==> config.mk <==
export PLATFORM = sky130hd
export DESIGN_NAME = adaptive_hold_power_lift_control_core
export DESIGN_NICKNAME = d
export VERILOG_FILES = /design/src/design/ahplc_pkg.sv /design/src/design/adaptive_hold_power_lift_control_core.sv /design/src/design/ahplc_cfg.sv /design/src/design/ahplc_adapt.sv /design/src/design/ahplc_drive.sv
export SDC_FILE = /design/constraint.sdc
export NUM_CORES = 2
export LEC_CHECK = 0
export ABC_AREA = 1
export BUFFER_PORTS_ARGS = -buffer_cell sky130_fd_sc_hd__buf_4
export CAP_MARGIN = 0
export CORE_ASPECT_RATIO = 0.9
export CORE_UTILIZATION = 46
export DETAILED_ROUTE_END_ITERATION = 6
export PLACE_DENSITY = 0.75
export SLEW_MARGIN = 40
export SYNTH_ARGS = -nofsm -noshare
export SYNTH_HDL_FRONTEND = slang
export SYNTH_HIERARCHICAL = 1
export SYNTH_SLANG_ARGS = --single-unit
export TNS_END_PERCENT = 100
==> constraint.sdc <==
create_clock -name clk -period 7.27 [get_ports clk]
set_clock_uncertainty 0.1 [all_clocks]
set_input_delay 1.0905 -clock clk [delete_from_list [all_inputs] [get_ports clk]]
set_output_delay 1.0905 -clock clk [all_outputs]
set_load 0.01 [all_outputs]
==> src/design/ahplc_pkg.sv <==
`default_nettype none

package ahplc_pkg;

  // default refresh interval in milliseconds
  localparam int unsigned REFRESH_MS_DEFAULT = 20;

  // configuration port
  localparam int unsigned CFG_AW = 5;
  localparam int unsigned CFG_DW = 32;

  // holding adapts only while inside these limits
  localparam logic signed [9:0] HOLD_ADAPT_MIN = -10'sd127;
  localparam logic signed [9:0] HOLD_ADAPT_MAX = 10'sd127;

  // holding saturation after each adaptation
  localparam logic signed [10:0] HOLD_SAT_MIN = -11'sd511;
  localparam logic signed [10:0] HOLD_SAT_MAX = 11'sd511;

  // neutral learns only while inside these limits
  localparam logic signed [8:0] NEUTRAL_MIN = -9'sd127;
  localparam logic signed [8:0] NEUTRAL_MAX = 9'sd127;

  typedef enum logic [2:0] {
    REG_GAIN_P          = 3'd0,
    REG_NEUTRAL_INITIAL = 3'd1,
    REG_STEP_CHANGE     = 3'd2,
    REG_ERROR_THRESHOLD = 3'd3,
    REG_UPPER_BOUND     = 3'd4,
    REG_LOWER_BOUND     = 3'd5,
    REG_MAX_SPEED       = 3'd6,
    REG_LEARN_ENABLE    = 3'd7
  } reg_idx_t;

  typedef struct packed {
    logic signed [15:0] gain_p;
    logic signed [7:0]  neutral_initial;
    logic        [6:0]  step_change;
    logic        [14:0] error_threshold;
    logic signed [15:0] upper_bound;
    logic signed [15:0] lower_bound;
    logic        [14:0] max_speed;
    logic               learn_enable;
  } cfg_t;

  typedef struct packed {
    logic s1_fire;
    logic mid_load;
    logic out_load;
  } pipe_ctrl_t;

  typedef struct packed {
    logic signed [9:0]  holding;
    logic signed [32:0] product;
    logic               adapted;
  } mid_t;

endpackage

`default_nettype wire

==> src/design/adaptive_hold_power_lift_control_core.sv <==
// adaptive holding power lift controller
// input channel (in_valid/in_ready): one beat carries op, target, position
//   and now_ms; op 0 loads a new target and clears the last-run time and
//   gives no result, op 1 is a position sample and gives one result beat
// output channel (out_valid/out_ready): drive_power, holding_power, adapted
// apb port: eight registers at byte addresses 0x00 to 0x1c, pready tied
//   high; any write re-initialises holding, neutral and the in-band flag
//   on the following cycle
// pipeline: input register, adaptation and multiply stage, add and saturate
//   stage; throughput is one beat per cycle while the output is not stalled,
//   set by the adaptation loop on the holding state in the middle stage
// stall: the output stage holds while out_valid is high and out_ready is
//   low, and each earlier stage holds only once the stage after it is full;
//   in_ready drops once every stage is full, so no beat is lost
// reset: rst is synchronous and active high, it empties the pipeline and
//   loads the register defaults and the zero state
`default_nettype none

module adaptive_hold_power_lift_control_core #(
  parameter int unsigned REFRESH_MS = ahplc_pkg::REFRESH_MS_DEFAULT
) (
  input  wire logic                         clk,
  input  wire logic                         rst,
  // apb configuration
  input  wire logic                         psel,
  input  wire logic                         penable,
  input  wire logic                         pwrite,
  input  wire logic [ahplc_pkg::CFG_AW-1:0] paddr,
  input  wire logic [ahplc_pkg::CFG_DW-1:0] pwdata,
  output logic      [ahplc_pkg::CFG_DW-1:0] prdata,
  output logic                              pready,
  // input channel
  input  wire logic                         in_valid,
  output logic                              in_ready,
  input  wire logic                         op,
  input  wire logic signed [15:0]           target,
  input  wire logic signed [15:0]           position,
  input  wire logic        [31:0]           now_ms,
  // output channel
  output logic                              out_valid,
  input  wire logic                         out_ready,
  output logic signed [23:0]                drive_power,
  output logic signed [9:0]                 holding_power,
  output logic                              adapted
);
  import ahplc_pkg::*;

  cfg_t       cfg;
  logic       reinit;
  pipe_ctrl_t ctrl;
  mid_t       mid;

  // stage valids
  logic s1_valid, mid_valid;
  logic s1_go, mid_go;

  // input register
  logic               s1_op;
  logic signed [15:0] s1_target;
  logic signed [15:0] s1_position;
  logic        [31:0] s1_now_ms;

  // a stage moves on when the one after it is empty or moving on
  assign mid_go   = !out_valid || out_ready;
  assign s1_go    = !mid_valid || mid_go;
  assign in_ready = !s1_valid || s1_go;

  assign ctrl.s1_fire  = s1_valid && s1_go;
  assign ctrl.mid_load = s1_valid && s1_go && s1_op;  // set target beats end here
  assign ctrl.out_load = mid_valid && mid_go;

  always_ff @(posedge clk) begin
    if (rst) begin
      s1_valid  <= 1'b0;
      mid_valid <= 1'b0;
      out_valid <= 1'b0;
    end else begin
      if (in_ready) begin
        s1_valid <= in_valid;
      end
      // middle stage fills whenever it is free, even under an output stall
      if (s1_go) begin
        mid_valid <= ctrl.mid_load;
      end
      if (mid_go) begin
        out_valid <= mid_valid;
      end
    end
  end

  always_ff @(posedge clk) begin
    if (in_valid && in_ready) begin
      s1_op       <= op;
      s1_target   <= target;
      s1_position <= position;
      s1_now_ms   <= now_ms;
    end
  end

  ahplc_cfg u_cfg (
    .clk     (clk),
    .rst     (rst),
    .psel    (psel),
    .penable (penable),
    .pwrite  (pwrite),
    .paddr   (paddr),
    .pwdata  (pwdata),
    .prdata  (prdata),
    .pready  (pready),
    .cfg     (cfg),
    .reinit  (reinit)
  );

  // holding state, adaptation and the proportional product
  ahplc_adapt #(
    .REFRESH_MS (REFRESH_MS)
  ) u_adapt (
    .clk         (clk),
    .rst         (rst),
    .cfg         (cfg),
    .reinit      (reinit),
    .ctrl        (ctrl),
    .s1_op       (s1_op),
    .s1_target   (s1_target),
    .s1_position (s1_position),
    .s1_now_ms   (s1_now_ms),
    .mid         (mid)
  );

  // holding plus product, truncation toward zero, saturation, result register
  ahplc_drive u_drive (
    .clk           (clk),
    .ctrl          (ctrl),
    .mid           (mid),
    .drive_power   (drive_power),
    .holding_power (holding_power),
    .adapted       (adapted)
  );

endmodule

`default_nettype wire

==> src/design/ahplc_cfg.sv <==
`default_nettype none

module ahplc_cfg (
  input  wire logic                         clk,
  input  wire logic                         rst,
  input  wire logic                         psel,
  input  wire logic                         penable,
  input  wire logic                         pwrite,
  input  wire logic [ahplc_pkg::CFG_AW-1:0] paddr,
  input  wire logic [ahplc_pkg::CFG_DW-1:0] pwdata,
  output logic      [ahplc_pkg::CFG_DW-1:0] prdata,
  output logic                              pready,
  output ahplc_pkg::cfg_t                   cfg,
  output logic                              reinit
);
  import ahplc_pkg::*;

  logic     wr;
  reg_idx_t idx;

  assign pready = 1'b1;
  assign wr     = psel && penable && pwrite;
  assign idx    = reg_idx_t'(paddr[CFG_AW-1:2]);

  always_ff @(posedge clk) begin
    if (rst) begin
      cfg.gain_p          <= 16'sd0;
      cfg.neutral_initial <= 8'sd0;
      cfg.step_change     <= 7'd1;
      cfg.error_threshold <= 15'd0;
      cfg.upper_bound     <= 16'sh7FFF;
      cfg.lower_bound     <= 16'sh8000;
      cfg.max_speed       <= 15'd0;
      cfg.learn_enable    <= 1'b0;
      reinit              <= 1'b0;
    end else begin
      reinit <= wr;
      if (wr) begin
        unique case (idx)
          REG_GAIN_P:          cfg.gain_p          <= pwdata[15:0];
          REG_NEUTRAL_INITIAL: cfg.neutral_initial <= pwdata[7:0];
          REG_STEP_CHANGE:     cfg.step_change     <= pwdata[6:0];
          REG_ERROR_THRESHOLD: cfg.error_threshold <= pwdata[14:0];
          REG_UPPER_BOUND:     cfg.upper_bound     <= pwdata[15:0];
          REG_LOWER_BOUND:     cfg.lower_bound     <= pwdata[15:0];
          REG_MAX_SPEED:       cfg.max_speed       <= pwdata[14:0];
          REG_LEARN_ENABLE:    cfg.learn_enable    <= pwdata[0];
          default: ;
        endcase
      end
    end
  end

  // read back, signed fields sign extended
  always_comb begin
    unique case (idx)
      REG_GAIN_P:          prdata = {{16{cfg.gain_p[15]}}, cfg.gain_p};
      REG_NEUTRAL_INITIAL: prdata = {{24{cfg.neutral_initial[7]}}, cfg.neutral_initial};
      REG_STEP_CHANGE:     prdata = {25'd0, cfg.step_change};
      REG_ERROR_THRESHOLD: prdata = {17'd0, cfg.error_threshold};
      REG_UPPER_BOUND:     prdata = {{16{cfg.upper_bound[15]}}, cfg.upper_bound};
      REG_LOWER_BOUND:     prdata = {{16{cfg.lower_bound[15]}}, cfg.lower_bound};
      REG_MAX_SPEED:       prdata = {17'd0, cfg.max_speed};
      REG_LEARN_ENABLE:    prdata = {31'd0, cfg.learn_enable};
      default:             prdata = '0;
    endcase
  end

endmodule

`default_nettype wire

==> src/design/ahplc_adapt.sv <==
`default_nettype none

module ahplc_adapt #(
  parameter int unsigned REFRESH_MS = ahplc_pkg::REFRESH_MS_DEFAULT
) (
  input  wire logic                  clk,
  input  wire logic                  rst,
  input  wire ahplc_pkg::cfg_t       cfg,
  input  wire logic                  reinit,
  input  wire ahplc_pkg::pipe_ctrl_t ctrl,
  input  wire logic                  s1_op,
  input  wire logic signed [15:0]    s1_target,
  input  wire logic signed [15:0]    s1_position,
  input  wire logic        [31:0]    s1_now_ms,
  output ahplc_pkg::mid_t            mid
);
  import ahplc_pkg::*;

  logic signed [9:0]  holding;
  logic signed [8:0]  neutral;
  logic               was_in_band;
  logic signed [15:0] previous_position;
  logic signed [15:0] target_position;
  logic        [31:0] last_run_ms;

  logic               elapsed;
  logic signed [17:0] pos_x, tgt_hi, tgt_lo, low_hi, up_lo, thr_x;
  logic               want_down, want_up, in_band;
  logic signed [16:0] delta, diff;
  logic        [15:0] speed, ms_x, ms_half;
  logic signed [10:0] hold_x, step_x, hold_adj;
  logic signed [9:0]  neutral_x, neutral_next;
  logic signed [9:0]  holding_next;
  logic               was_in_band_next;
  logic               leave, dir_up;

  assign elapsed = (s1_now_ms - last_run_ms) > 32'(REFRESH_MS);

  assign pos_x  = {{2{s1_position[15]}}, s1_position};
  assign thr_x  = {3'b000, cfg.error_threshold};
  assign tgt_hi = {{2{target_position[15]}}, target_position} + thr_x;
  assign tgt_lo = {{2{target_position[15]}}, target_position} - thr_x;
  assign low_hi = {{2{cfg.lower_bound[15]}}, cfg.lower_bound} + thr_x;
  assign up_lo  = {{2{cfg.upper_bound[15]}}, cfg.upper_bound} - thr_x;

  assign want_down = (pos_x > tgt_hi) && (pos_x > low_hi);
  assign want_up   = (pos_x < tgt_lo) && (pos_x < up_lo);
  assign in_band   = (pos_x < tgt_hi) && (pos_x > tgt_lo);

  assign delta   = {s1_position[15], s1_position}
                 - {previous_position[15], previous_position};
  assign speed   = delta[16] ? 16'(-delta) : delta[15:0];
  assign ms_x    = {1'b0, cfg.max_speed};
  assign ms_half = {2'b00, cfg.max_speed[14:1]};

  assign hold_x    = {holding[9], holding};
  assign step_x    = {4'd0, cfg.step_change};
  assign neutral_x = {neutral[8], neutral};

  always_comb begin
    hold_adj         = hold_x;
    was_in_band_next = was_in_band;
    neutral_next     = neutral_x;
    leave            = 1'b0;
    dir_up           = 1'b0;
    if (want_down && (holding > HOLD_ADAPT_MIN)) begin
      if (s1_position >= previous_position) begin
        hold_adj = hold_x - step_x;
      end else if (speed > ms_x) begin
        hold_adj = hold_x + step_x;
      end else if (speed < ms_half) begin
        hold_adj = hold_x - step_x;
      end
      leave = 1'b1;
    end else if (want_up && (holding < HOLD_ADAPT_MAX)) begin
      if (s1_position <= previous_position) begin
        hold_adj = hold_x + step_x;
      end else if (speed > ms_x) begin
        hold_adj = hold_x - step_x;
      end else if (speed < ms_half) begin
        hold_adj = hold_x + step_x;
      end
      leave  = 1'b1;
      dir_up = 1'b1;
    end else if (in_band) begin
      hold_adj         = {{2{neutral[8]}}, neutral};
      was_in_band_next = 1'b1;
    end
    // leaving the band nudges neutral toward the direction of travel when learning is enabled
    if (leave && was_in_band) begin
      was_in_band_next = 1'b0;
      if (cfg.learn_enable) begin
        if (!dir_up && (neutral > NEUTRAL_MIN)) begin
          neutral_next = neutral_x - {3'd0, cfg.step_change};
        end else if (dir_up && (neutral < NEUTRAL_MAX)) begin
          neutral_next = neutral_x + {3'd0, cfg.step_change};
        end
      end
    end
    if (hold_adj > HOLD_SAT_MAX) begin
      holding_next = HOLD_SAT_MAX[9:0];
    end else if (hold_adj < HOLD_SAT_MIN) begin
      holding_next = HOLD_SAT_MIN[9:0];
    end else begin
      holding_next = hold_adj[9:0];
    end
  end

  always_ff @(posedge clk) begin
    if (rst) begin
      holding           <= 10'sd0;
      neutral           <= 9'sd0;
      was_in_band       <= 1'b0;
      previous_position <= 16'sd0;
      target_position   <= 16'sd0;
      last_run_ms       <= 32'd0;
    end else begin
      if (ctrl.s1_fire) begin
        if (!s1_op) begin
          target_position <= s1_target;
          last_run_ms     <= 32'd0;
        end else if (elapsed) begin
          last_run_ms       <= s1_now_ms;
          previous_position <= s1_position;
          holding           <= holding_next;
          neutral           <= neutral_next[8:0];
          was_in_band       <= was_in_band_next;
        end
      end
      if (reinit) begin
        holding     <= 10'sd0;
        neutral     <= {cfg.neutral_initial[7], cfg.neutral_initial};
        was_in_band <= 1'b0;
      end
    end
  end

  assign diff = {target_position[15], target_position} - {s1_position[15], s1_position};

  always_ff @(posedge clk) begin
    if (ctrl.mid_load) begin
      mid.holding <= elapsed ? holding_next : holding;
      mid.product <= diff * cfg.gain_p;
      mid.adapted <= elapsed;
    end
  end

`ifndef SYNTHESIS
  a_holding_range: assert property (@(posedge clk) disable iff (rst)
    (holding >= -10'sd511) && (holding <= 10'sd511))
    else $error("holding out of range");

  a_neutral_range: assert property (@(posedge clk) disable iff (rst)
    (neutral >= -9'sd253) && (neutral <= 9'sd253))
    else $error("neutral out of range");

  a_reinit_clears: assert property (@(posedge clk) disable iff (rst)
    reinit |=> (holding == 10'sd0) && !was_in_band)
    else $error("reinit did not clear holding");

  a_target_clears_run: assert property (@(posedge clk) disable iff (rst)
    (ctrl.s1_fire && !s1_op) |=> (last_run_ms == 32'd0))
    else $error("set target did not clear last run time");

  a_idle_keeps_holding: assert property (@(posedge clk) disable iff (rst)
    (ctrl.s1_fire && s1_op && !elapsed && !reinit) |=> $stable(holding))
    else $error("holding changed without adaptation");
`endif

endmodule

`default_nettype wire

==> src/design/ahplc_drive.sv <==
`default_nettype none

module ahplc_drive (
  input  wire logic                  clk,
  input  wire ahplc_pkg::pipe_ctrl_t ctrl,
  input  wire ahplc_pkg::mid_t       mid,
  output logic signed [23:0]         drive_power,
  output logic signed [9:0]          holding_power,
  output logic                       adapted
);
  import ahplc_pkg::*;

  logic signed [33:0] num;
  logic signed [25:0] quot;
  logic signed [23:0] drive_sat;

  assign num  = {{16{mid.holding[9]}}, mid.holding, 8'd0}
              + {mid.product[32], mid.product};
  // arithmetic shift floors, bump negatives with a remainder toward zero
  assign quot = num[33:8] + {25'd0, (num[33] && (num[7:0] != 8'd0))};

  always_comb begin
    if ((quot[25:23] == 3'b000) || (quot[25:23] == 3'b111)) begin
      drive_sat = quot[23:0];
    end else if (quot[25]) begin
      drive_sat = 24'sh800000;
    end else begin
      drive_sat = 24'sh7FFFFF;
    end
  end

  always_ff @(posedge clk) begin
    if (ctrl.out_load) begin
      drive_power   <= drive_sat;
      holding_power <= mid.holding;
      adapted       <= mid.adapted;
    end
  end

endmodule

`default_nettype wire

* Word level (Yosys, flattened, before mapping)
Index checks and enable logic that the tools add are counted.
** Storage, ports and cells
- Flip-flop bits (word level) :: 326
- Output and inout bits :: 70
- Logic and storage cells :: 153
- Bits of input ports :: 109
** Operators by class
- Bitwise logic cells :: 1
- Add/subtract/negate cells :: 14
- Reductions and logical operators :: 48
- Multiply operators :: 1
- Mux-type cells :: 33
- Order comparisons :: 17
- Equal/unequal tests :: 11
** Operators by type and width (number)
- case mux 32 bit (8 select lines) :: 1
- 2-to-1 mux 11 bit :: 9
- 2-to-1 mux 9 bit :: 8
- subtractor 16 x 16 -> 17 bit :: 4
- 2-to-1 mux 32 bit :: 2
- greater-than comparator 16 x 17 -> 1 bit :: 3
- < comparator 16 x 17 -> 1 bit :: 3
- 2-to-1 mux 24 bit :: 2
- adder 16 x 16 -> 17 bit :: 2
- adder 18 x 33 -> 34 bit :: 1
- multiplier 17 x 16 -> 33 bit :: 1
- greater-than comparator 32 x 5 -> 1 bit, second input constant :: 1
- subtractor 32 bit :: 1
- 2-to-1 mux 10 bit :: 3
- adder 26 x 1 -> 26 bit :: 1
- AND reduction 2 bit :: 11
- greater-or-equal comparator 16 bit :: 1
- greater-than comparator 16 x 15 -> 1 bit :: 1
- <= comparator 16 bit :: 1
- < comparator 16 x 14 -> 1 bit :: 1
- 2-to-1 mux 16 bit :: 1
- negation 16 bit :: 1
- equality test 3 bit, second input constant :: 5
- logical AND 1 bit :: 15
- other kinds (25) :: 46

* Depth between registers and ports, before layout
- Depth after elaboration :: 15
- Mapped depth :: 53
- Depth with buffers taken out :: 52

* By module
Netlist, hierarchy kept.
** By module, submodules not included
- ahplc_adapt :: cells each 3513, seq. area each 3002.9 µm², times used 1, area each 25552.0 µm²
- ahplc_cfg :: cells each 662, seq. area each 1901.8 µm², times used 1, area each 4571.9 µm²
- ahplc_drive :: cells each 632, seq. area each 1051.0 µm², times used 1, area each 4170.2 µm²
- adaptive_hold_power_lift_control_core :: cells each 88, seq. area each 2011.9 µm², times used 1, area each 2105.8 µm²

* Worst setup path after synthesis
OpenSTA, ideal clock, no wires.
- Kind :: register to register
- From :: reg s1_position[2]
- To :: reg, netlist name u_adapt/mid[31]
- Required time :: 6.908 ns
- Slack :: -0.680 ns
- Setup time :: 0.262 ns
- Path buffers :: 0
- Cell stages (with the launch flop) :: 48
- Clock period less this slack :: 7.950 ns
- Arrival :: 7.587 ns
- Cells stage by stage :: edfxtp_1 > inv_1 > ha_1 > a21oi_1 > nand2_1 > a21oi_1 > o21ai_0 > nand2_1 > nand2_1 > a21oi_1 > or2_2 > nand2_1 > a21oi_1 > inv_1 > a21oi_1 > o21bai_1 > or2_2 > nand2_1 > [... 12 more ...] > nand2_1 > nor2_1 > nand2_1 > o211ai_1 > nand3_1 > nand2_1 > nand2_1 > nand2_1 > nand2_1 > nand2_1 > nand2_1 > nand2_1 > nand2_1 > nand2_1 > a21oi_1 > inv_1 > a21oi_1 > xor2_1
** Between the ends
- Longest elaborated chain between the ends :: 2
** RTL lines
- start: declaration :: RTL line adaptive_hold_power_lift_control_core.sv:60 : logic signed [15:0] s1_position;
- start signal: assignment :: RTL line adaptive_hold_power_lift_control_core.sv:95 : s1_position <= position;
- subtractor 16 x 16 -> 17 bit :: RTL line ahplc_adapt.sv:138 : assign diff = {target_position[15], target_position} - {s1_position[15], s1_position};
- multiplier 17 x 16 -> 33 bit :: RTL line ahplc_adapt.sv:143 : mid.product <= diff * cfg.gain_p;
No other way between the ends.
A chain may end at the register's enable or synchronous reset.

* Final worst setup path
- From :: reg s1_position[2]
- To :: reg, netlist name u_adapt/mid[31]
** Between the ends
- Longest elaborated chain between the ends :: 2
** RTL lines (RTL line)
- subtractor 16 x 16 -> 17 bit :: ahplc_adapt.sv:138
- multiplier 17 x 16 -> 33 bit :: ahplc_adapt.sv:143
No other way between the ends.

==> impl_results.md <==
- Min cycle time layout: 7.90 ns
- Crit path DAT: 8.10 ns
- Fill count: approximately 7,000
- Max_slew headroom: about two fifths
- Unrepaired setup endpoints after global routing: yes
- WP buf/inv: 9
- Setup WS post-layout: -0.629 ns
- Clock buffer depth: 3
- Starting Density: about 47%
- Failing checks: negative setup slack
- Vias per inst: 5.30
- Setup_tns: -6.46 ns
- Die area: ~80,000 µm²
- Mean post-synth cell area: around 7.4 µm²
- Footprint of the multi-input gates: 25,600 µm²
- TritonCTS Buffers: 38
- Fin. max-slew vios: 0
- Post-DP HPWL: 85,000 µm
- Max Freq: 127 MHz
- Synth warn: 6
- Hold_buf cts: 0
- Synth top area share: ~16%
- Mux share of post-synthesis cell area: 0%
- Share of cells above drive strength 1: a little under a fifth
- Leak Pwr: approximately 21 nW
- Register area: between 7000 and 8000 µm²
- Global route overflow: 0
- Status: finished with violations
- Adder-Cell Fraction of Synth Area: between 20% and 30%
- Wire per inst: around 17 µm
- Req. time, crit path: roughly 7.5 ns
- Ranking of synthesized cells by area: fa_1, ha_1, edfxtp_1, nand2_1, dfxtp_1
- Xor/xnor cell area share of the yosys netlist: between 4 and 5%
- Worst path top cell family by delay: adder cells
- CP dominant cell by count: a21oi_2
- Drt drc: 0
- I/O Buffers: ~160
- TritonCTS clock tree: yes
- CTS root buf: clkbuf_16
- Reg2reg setup slack: -0.63 ns
- Number of H-tree levels: 2
- Placement Rows: 97
- Area growth from synthesis to layout: 19.8%
- Slew @ Worst Pin: 0.895 ns
- Simple-gate share of the synthesized area: ~25%
- Final net count: 6,066
- Post-synth net total: 5,645
- DIE WIDTH: ~300 µm
- Top-count cell post-synth: nand2_1
- DIE HEIGHT: 269 µm
- First-pass GRT wire length: about 170,000 µm
- Initial antenna violation count: 0
- Number of cells produced by synthesis: ~4,900
- Crit path kind: reg2reg
- Final period util: 109%
- Final ANT Viol Nets: 0
- Reg clk slew, reported paths: ~0.06 ns
- Vias in the first global route: between 30,000 and 40,000
- Worst-Skew Late Latency: ~0.58 ns
- CP startpoint: s1_position[2]
- Num ports: 179
- Yosys cell types: 61
- Hold path startpoint: u_adapt/mid[0]
- Prevailing post-synth register cell: dfxtp_1
- CP max FO: 7
- Startpoint types: flop
- Finish-stage setup viols: 16
- Initial DRT Pass Iterations: 5
- Crit end category: flop
- Cell Pwr Density: approximately 160 nW/µm²
- Total track usage: a little over a quarter
- Final hold violation count: 0
- Detailed Route WL: between 100,000 and 150,000 µm
- Cells after DPL: 6,259
- Sink Count: around 330
- Routed vias: around 34,000
- Max incr delay on CP: slightly below 0.6 ns
- Layout Cells excl Fill: between 6,000 and 7,000
- Worst VDD drop: roughly 0.17 mV
- DRT iter0 DRCs: 3,214
- Reg-to-Reg Start: s1_position[2]
- Cell area after synthesis: around 36,000 µm²
- Seq cells post-synth: 326
- Sequential area share after synthesis: approximately 22%
- Core area: around 80,000 µm²
- Max-cap violations: 0
- Min-delay worst type: reg2reg
- Final Wtd Congestion: between 0.9 and 1
- CP max-delay cell: fa_1
- Largest net degree at the start of global routing: 95
- Largest family of logic cells by synthesized area: adder cells
- Async set-reset flop share out of synthesis: 0%
- Post-synth EDFFs: around 140
- Post-synth top cells: nand2_1, inv_1, nor2_1
- Complex-gate fraction of the synthesized area: 9.58%
- Dominant cell type by area after synthesis: fa_1
layout by cell type, fill, tap and decap left out, types with 31 or more instances in the layout:
| master | Yosys | layout |
|---|---|---|
| edfxtp_1 | 144 | 144 |
| a21oi_1 | 300 | 259 |
| inv_2 | 14 | 58 |
| buf_4 | 25 | 467 |
| xnor2_1 | 41 | 36 |
| nand3_1 | 191 | 189 |
| o21ai_1 | 25 | 36 |
| nor2_2 | 18 | 31 |
| inv_1 | 858 | 811 |
| nand4_1 | 91 | 91 |
| clkbuf_16 | 0 | 41 |
| nor2_1 | 510 | 487 |
| nand2_2 | 63 | 84 |
| ha_1 | 354 | 323 |
| dfxtp_1 | 182 | 179 |
| a21oi_2 | 7 | 36 |
| fa_1 | 287 | 269 |
| nor3_1 | 96 | 93 |
| xor2_1 | 136 | 134 |
| o21ai_0 | 168 | 149 |
| nand2_1 | 1045 | 1013 |
| o21bai_1 | 36 | 35 |
| ha_4 | 0 | 31 |
registers in the layout (all words and copies together), names as in the netlist, 9 cells and up:
register and count:
u_cfg/cfg 94, u_adapt/mid 44, s1_now_ms 32, u_adapt/last_run_ms 32, u_drive/drive_power 24, s1_position 16, s1_target 16, u_adapt/previous_position 16
u_adapt/target_position 16, u_adapt/holding 10, u_drive/holding_power 10, u_adapt/neutral 9
logic make-up (layout without fill, tap and decap cells):
family | after synthesis | after routing
and+or+nand+nor | 2107 | 2107
buffers and inverters | 1017 | 1468
adders and majority gates | 641 | 641
AOI/OAI and AO/OA | 626 | 626
DFF | 326 | 326
xor gates and xnor gates | 177 | 177
other | 1 | 2
report_power, final:
part	leakage (nW)	switching [W]	internal, W
clock	0.638	0.000842	0.00123
sequential	2.83	0.0000614	0.00203
combinational	17.6	0.00185	0.00112
total	21.1	0.00276	0.00438
final timing paths:
path | to | depth (start not counted)
setup / recovery | u_adapt/mid[31] | 41
hold / removal | u_drive/adapted | 0
setup reg to reg | u_adapt/mid[31] | 41
hold reg to reg | u_drive/adapted | 0
through the flow:
stage               cell area [µm²]  power [W]  hold WS, ns  utilization, %  setup WS, ns
floorplan                     36700    0.00402        0.300               -        -0.216
global placement              40800    0.00481        0.307            52.3        -0.622
detailed placement            40800    0.00487        0.320            52.3        -0.709
CTS                           43000    0.00705        0.334            55.1        -0.458
global route                  43600    0.00757        0.356            55.9         -1.01
finish                        43600    0.00714        0.332            55.9        -0.629
layer usage:
layer	up-vias	global-route usage (%)	routed length, µm
li1	16402	-	-
met3	240	4.61	10100
met5	-	0	0
met4	0	10.4	4390
met1	15776	37.4	48300
met2	1440	42.3	47000
worst reg2reg max path: cells and delay by family, from the launching register on:
| kind | cells | cell delay [ns] |
|---|---|---|
| AOI/OAI and AO/OA | 10 | 1.37 |
| DFF | 1 | 0.41 |
| adders and majority gates | 8 | 3.50 |
| xor gates and xnor gates | 1 | 0.08 |
| and+or+nand+nor | 13 | 1.34 |
| buffers and inverters | 9 | 0.84 |
cell type report:
| cell class | instances | area share [%] |
|---|---|---|
| Antenna cell | 1 | 0.00574 |
| Clock buffer | 50 | 2.48 |
| Clock inverter | 20 | 0.548 |
| Inverter | 891 | 7.74 |
| Multi-Input combinational cell | 3552 | 58.6 |
| Sequential cell | 326 | 18.3 |
| Tap cell | 1039 | 2.98 |
| Timing Repair Buffer | 507 | 9.35 |
what timing repair did:
| action | 4_1_cts | 5_1_grt |
|---|---|---|
| setup endpoints to repair | 21 | 29 |
| resized for setup | 137 | 129 |
| gates cloned | 1 | 0 |
| pin swaps | 143 | 120 |
| setup buffers | 43 | 20 |
(Power assumes the default switching activity.)
